`src/bldp_pkg.sv`:
```
package bldp_pkg;

    localparam int MAX_OFFSET_BITS = 15;
    localparam int HISTORY_DEPTH   = 32768;
    localparam int MAX_BURST       = 64;
    localparam int LENGTH_BITS     = 24;
    localparam int FIELD_W         = 15;
    localparam int HIST_AW         = $clog2(HISTORY_DEPTH);
    localparam int CNT_W           = $clog2(MAX_BURST + 1);
    localparam int ADDR_W          = 5;

    typedef enum logic [2:0] {
        REG_OW_A   = 3'd0,
        REG_OW_B   = 3'd1,
        REG_OW_C   = 3'd2,
        REG_OW_D   = 3'd3,
        REG_SKIP   = 3'd4,
        REG_OUTLEN = 3'd5
    } reg_idx_t;

    typedef struct packed {
        logic [3:0]             ow_a;
        logic [3:0]             ow_b;
        logic [3:0]             ow_c;
        logic [3:0]             ow_d;
        logic [7:0]             skip_count;
        logic [LENGTH_BITS-1:0] output_length;
    } cfg_t;

    typedef struct packed {
        logic       opcode;
        logic [7:0] packed_byte;
    } item_t;

    typedef struct packed {
        logic [7:0]  out_byte;
        logic [23:0] out_position;
        logic        burst_last;
        logic        more_pending;
        logic        finished;
        logic        bad_reference;
    } result_t;

    function automatic logic [3:0] clamp_w(input logic [3:0] w);
        if (int'(w) > MAX_OFFSET_BITS)
            return 4'(MAX_OFFSET_BITS);
        return w;
    endfunction

    function automatic logic [LENGTH_BITS-1:0] sat_add(input logic [LENGTH_BITS-1:0] a,
                                                       input logic [LENGTH_BITS-1:0] b);
        logic [LENGTH_BITS:0] s;
        s = {1'b0, a} + {1'b0, b};
        if (s[LENGTH_BITS])
            return '1;
        return s[LENGTH_BITS-1:0];
    endfunction

endpackage

```
`src/bldp_front.sv`:
```
module bldp_front (
    input  logic            clk,
    input  logic            rst_n,
    input  logic            in_valid,
    output logic            in_stall,
    input  bldp_pkg::item_t in_item,
    output logic            q_valid,
    output bldp_pkg::item_t q_item,
    input  logic            q_pop
);
    import bldp_pkg::*;

    // two-entry queue between intake and decoder
    item_t      slot_reg [2];
    logic       wr_ptr_reg;
    logic       rd_ptr_reg;
    logic [1:0] fill_reg;
    logic       push;
    logic       pop;

    assign in_stall = (fill_reg == 2'd2);
    assign push     = in_valid && !in_stall;
    assign q_valid  = (fill_reg != 2'd0);
    assign q_item   = slot_reg[rd_ptr_reg];
    assign pop      = q_pop && q_valid;

    always_ff @(posedge clk or negedge rst_n)
    begin
        if (!rst_n)
        begin
            wr_ptr_reg <= 1'b0;
            rd_ptr_reg <= 1'b0;
            fill_reg   <= 2'd0;
        end
        else
        begin
            if (push)
                wr_ptr_reg <= !wr_ptr_reg;
            if (pop)
                rd_ptr_reg <= !rd_ptr_reg;
            if (push && !pop)
                fill_reg <= fill_reg + 2'd1;
            else if (pop && !push)
                fill_reg <= fill_reg - 2'd1;
        end
    end

    always_ff @(posedge clk)
    begin
        if (push)
            slot_reg[wr_ptr_reg] <= in_item;
    end

endmodule

```
`config.mk`:
```
export PLATFORM = sky130hd
export DESIGN_NAME = bldp_front
export DESIGN_NICKNAME = d
export VERILOG_FILES = /design/src/bldp_pkg.sv /design/src/bldp_front.sv
export SDC_FILE = /design/constraint.sdc
export NUM_CORES = 1
export LEC_CHECK = 0
export ABC_AREA = 1
export BUFFER_PORTS_ARGS = -buffer_cell sky130_fd_sc_hd__buf_2
export CAP_MARGIN = 20
export CORE_UTILIZATION = 40
export DETAILED_ROUTE_END_ITERATION = 12
export HOLD_SLACK_MARGIN = 0.06
export PLACE_DENSITY = 0.68
export SLEW_MARGIN = 10
export SYNTH_ARGS = -nofsm -noshare
export SYNTH_HDL_FRONTEND = slang
export SYNTH_SLANG_ARGS = --single-unit
export TNS_END_PERCENT = 50
```
`constraint.sdc`:
```
create_clock -name clk -period 2.35 [get_ports clk]
set_input_delay 0.1175 -clock clk [delete_from_list [all_inputs] [get_ports clk]]
set_output_delay 0.1175 -clock clk [all_outputs]
set_load 0.05 [all_outputs]
```
# [Yosys cells after proc, flatten, opt, wreduce, memory -nomap -nowiden]
# Memory sizes are Yosys's and may differ from the RTL's.
# Cells that the tools add are included.
# W data, S select, Z words.
[classes] add_sub_neg=2 n_mux=4 reduce_logical=11 eq_ne=1
[ops] op="$logic_not A1 Y1" count=5
[ops] op="$logic_and A1 B1 Y1" count=4
[ops] op="$mux W2" count=2
[ops] op="$reduce_bool A2 Y1" count=2
[ops] op="$add A2 B1 Y2 const B" count=1
[ops] op="$eq A2 B2 Y1 const B" count=1
[ops] op="$mux W1" count=2
[ops] op="$sub A2 B1 Y2 const B" count=1
[totals] mem_count=1 word_cells=22 mem_bits_rw=18 register_bits=4 output_inout_bits=11
[mem_list] memory="slot_reg" depth=2 width=9 read_ports=1 rd_ports_with_merged_regs=0 wr=1 line_no="bldp_front.sv:14" text="item_t slot_reg [2];"

# [Longest topological paths before layout]
[depth] depth_word=7 ltp_mapped=9 mapped_depth_nobuf=9

# [Least setup slack after synthesis]
# OpenSTA, ideal clock, no wires.
[synth_timing] path_type="register -> register" start="reg fill_reg[0]" end="reg fill_reg[1]" arrival_ps=1526 path_buffers=0 setup_ps=117 stages_incl_launch_ff=8 synth_period_minus_slack_ps=1643 path_slack_ps=707 cell_sequence="dfrtp_1 > nor2_2 > nor2_4 > ha_1 > inv_1 > nand3_1 > nand2_1 > nand2_1"
[synth_via] elab_chain_len=6
[synth_lines] item="start, declared" line_no="bldp_front.sv:17" text="logic [1:0] fill_reg;"
[synth_lines] item="start signal, assigned" line_no="bldp_front.sv:42" text="fill_reg <= fill_reg + 2'd1;"
[synth_lines] item="start signal, assigned" line_no="bldp_front.sv:44" text="fill_reg <= fill_reg - 2'd1;"
[synth_lines] item="$eq A2 B2 Y1 *" line_no="bldp_front.sv:21" text="assign in_stall = (fill_reg == 2'd2);"
[synth_lines] item="net in_stall" line_no="bldp_front.sv:5" text="output logic in_stall,"
[synth_lines] item="$logic_not A1 Y1 *" line_no="bldp_front.sv:22" text="assign push = in_valid && !in_stall;"
[synth_lines] item="$logic_and A1 B1 Y1 *" line_no="bldp_front.sv:22"
[synth_lines] item="$logic_not A1 Y1" line_no="bldp_front.sv:43" text="else if (pop && !push)"
[synth_lines] item="$logic_and A1 B1 Y1" line_no="bldp_front.sv:43"
[synth_lines] item="$reduce_bool A2 Y1 (no source line)"
# Mark *: on every way through the listed nets, which the timed path passes. The rest lies on a longest branch. The select of a mux whose other input is x is not followed.
# A chain may end at the register's enable or synchronous reset.

==> flow_summary.toml <==
[outcome]
status = "finished clean"

[setup_path]
cpLargestDelayFamily = "flip-flops"
worst_path_most_repeated_cell = "nand2_1"
start_kind = "flip-flop"
arrival_ps = 1450
end_kind = "output pin"
slowest_stage = "dfrtp_1"
path_class = "flip-flop to output pin"
max_stage_delay_ps = 530
path_buf_inv = 2
crit_chain = "inv_2 -> nand2_1 -> nand2_1 -> buf_2"
cp.required_ps = 2230
cp_max_fo = 11

[detailed_routing]
ant_nets = 0
wl_per_cell_um = 10.8
avgViaCountPerCell = 4.42
vias = 628
drcViolationCount = 0
dr.pass1.iters = 4
wl_um = 1530
dr.first_iter.drc_count = 13

[clocking]
cts_made_buffers = 3
cts.sinks = 22
cts-htree-levels = 1
clkLatencyLatePin_ps = 300
clockBufferDepth = 2
post_cts_resized = 0
cts_tree = "built"
root_buffer = "clkbuf_4"
clkTransAtPathRegs_ps = 110
cts_setup_buffers = 0

[placement]
hpwl_um = 1030
post-place-ws_ps = 987
gp_congestion = 0.804
portBuffers = 23
dp_cells = 128

[die]
die_x_um = 49.2
initial_core_util = 0.441
fp-row-count = 16
die_h_um = 49.2
core_region_area_mm2 = 0.00202
io_pins = 24
die_area_mm2 = 0.00242

[logic_synthesis]
synth.area.top_cells = "edfxtp_1 (61%), nand2_1 (14%), dfrtp_1 (11%), nand2_2 (2.8%), inv_1 (2.1%)"
ys_seq_area_frac = 0.718
ys_ff_latch = 22
synth_top_area_cell = "edfxtp_1"
synth_cell_types = 15
yosysTopAreaCellShare = 0.606
avgSynthCellArea_um2 = 11.4
synth_warnings = 0
synth_nets = 92
syn_area_um2 = 892
postSynthCellCount = 78

[timing]
fmax_mhz = 639
finalCriticalPeriod_ps = 1560
setup_viol = 0
rsz0062_at_grt = "false"
fin_ws_ps = 786
timing_hold_violations_final = 0
min_period_over_period = 0.665
setup_tns_ps = 0
tightest_slew_ps = 374
whs_ps = 68.5
fin_skew_ps = 0.891
slew_headroom = 0.751
slew_violations = 0

[power]
peakVddDrop_mv = 0.782
power.density_mw_per_mm2 = 1340
leakage_nw = 0.543

[cells_and_area]
largest_reg_flops = 18
layout-drive-gt1-share = 0.313
area_delta_synth_final_pct = 31.1
regArea_um2 = 641
antenna_cells = 0
stdcell_count = 142
num-fill-cells = 188
multi_input_area_um2 = 216
layout.nets = 130

[min_path]
hold_class = "input pin to flip-flop"

[grt]
grt_pass1_vias = 590
grt_pass1_wl_um = 2500
grt-ovfl-total = 0
grt_max_degree = 13
antenna_found_initial = 0
grtUsageTotal = 0.143

[job]
drv_cap = 0
[per-layer routing]
metal | wire (um) | up-vias | track usage
li1 | - | 326 | -
met1 | 688 | 279 | 0.164
met5 | 0 | - | 0
met2 | 743 | 18 | 0.242
met4 | 40 | 0 | 0.0882
met3 | 57 | 5 | 0.0280
[cells in the mapped netlist (all sizes together)]
cell,instances
dfrtp,4
nand3,2
o21ai,1
inv,8
edfxtp,18
nand4,1
nand2,38
ha,1
buf,1
xnor2,1
nor2,3
[tightest hold or removal path, cell delays in order]
cell     delay (ps)
buf_2            90
nand3_1          70
nand2_1          70
[layout make-up]
class / count / area share
sequential: 22 / 0.548
timing repair buffer: 34 / 0.190
multi-input combinational: 47 / 0.185
tap: 27 / 0.0289
inverter: 8 / 0.0257
clock buffer: 3 / 0.0193
clock inverter: 1 / 0.00321
[worst paths after layout]
| check | startpoint | end | slack (ps) | depth (start not counted) |
|---|---|---|---|---|
| worst min-delay path | q_pop | rd_ptr_reg$_DFFE_PN0P_ | 70 | 3 |
| worst max-delay path | rd_ptr_reg$_DFFE_PN0P_ | q_item[6] | 790 | 4 |
| min in group asynchronous | rst_n | fill_reg[1]$_DFFE_PN0P_ | 130 | 2 |
| max in group asynchronous | rst_n | rd_ptr_reg$_DFFE_PN0P_ | 2090 | 2 |
| worst max register to register | fill_reg[0]$_DFFE_PN0P_ | fill_reg[1]$_DFFE_PN0P_ | 960 | 7 |
| worst min register to register | fill_reg[1]$_DFFE_PN0P_ | fill_reg[1]$_DFFE_PN0P_ | 510 | 2 |
[timing repair]
| item | 4_1_cts | 5_1_grt |
|---|---|---|
| hold buffers | 10 | 0 |
| setup endpoints to repair | 0 | 0 |
| endpoints found under the hold margin | 22 | 0 |
[where the power goes]
group          internal [mW]  switching [mW]
sequential             0.540          0.0669
combinational          0.192           0.599
clock                 0.0620           0.109
[cells by family (layout without fill, tap and decap cells)]
group,count (synthesis),in the layout,share of synthesized area
and+or+nand+nor,44,44,0.213
buffers and inverters,9,46,0.0393
DFF,22,22,0.718
xor gates and xnor gates,1,1,0.00982
adders and majority gates,1,1,0.0140
AOI/OAI and AO/OA,1,1,0.00560
[placed cells by master, fill, tap and decap left out, types with 2 or more instances in the layout]
cell type	n
inv_2	3
buf_2	23
edfxtp_1	18
nand2_1	34
inv_1	5
dfrtp_1	4
clkbuf_4	3
nand3_1	2
dlygate4sd3_1	10
nand2_2	4
[metrics by stage]
step                utilization  cell area, um^2  total power [mW]
floorplan                     -              892              1.22
global placement          0.516             1040              1.38
detailed placement        0.516             1040              1.40
CTS                       0.579             1170              1.58
global route              0.579             1170              1.66
finish                    0.579             1170              1.57
Note: power is estimated with default switching activity, not from simulation.
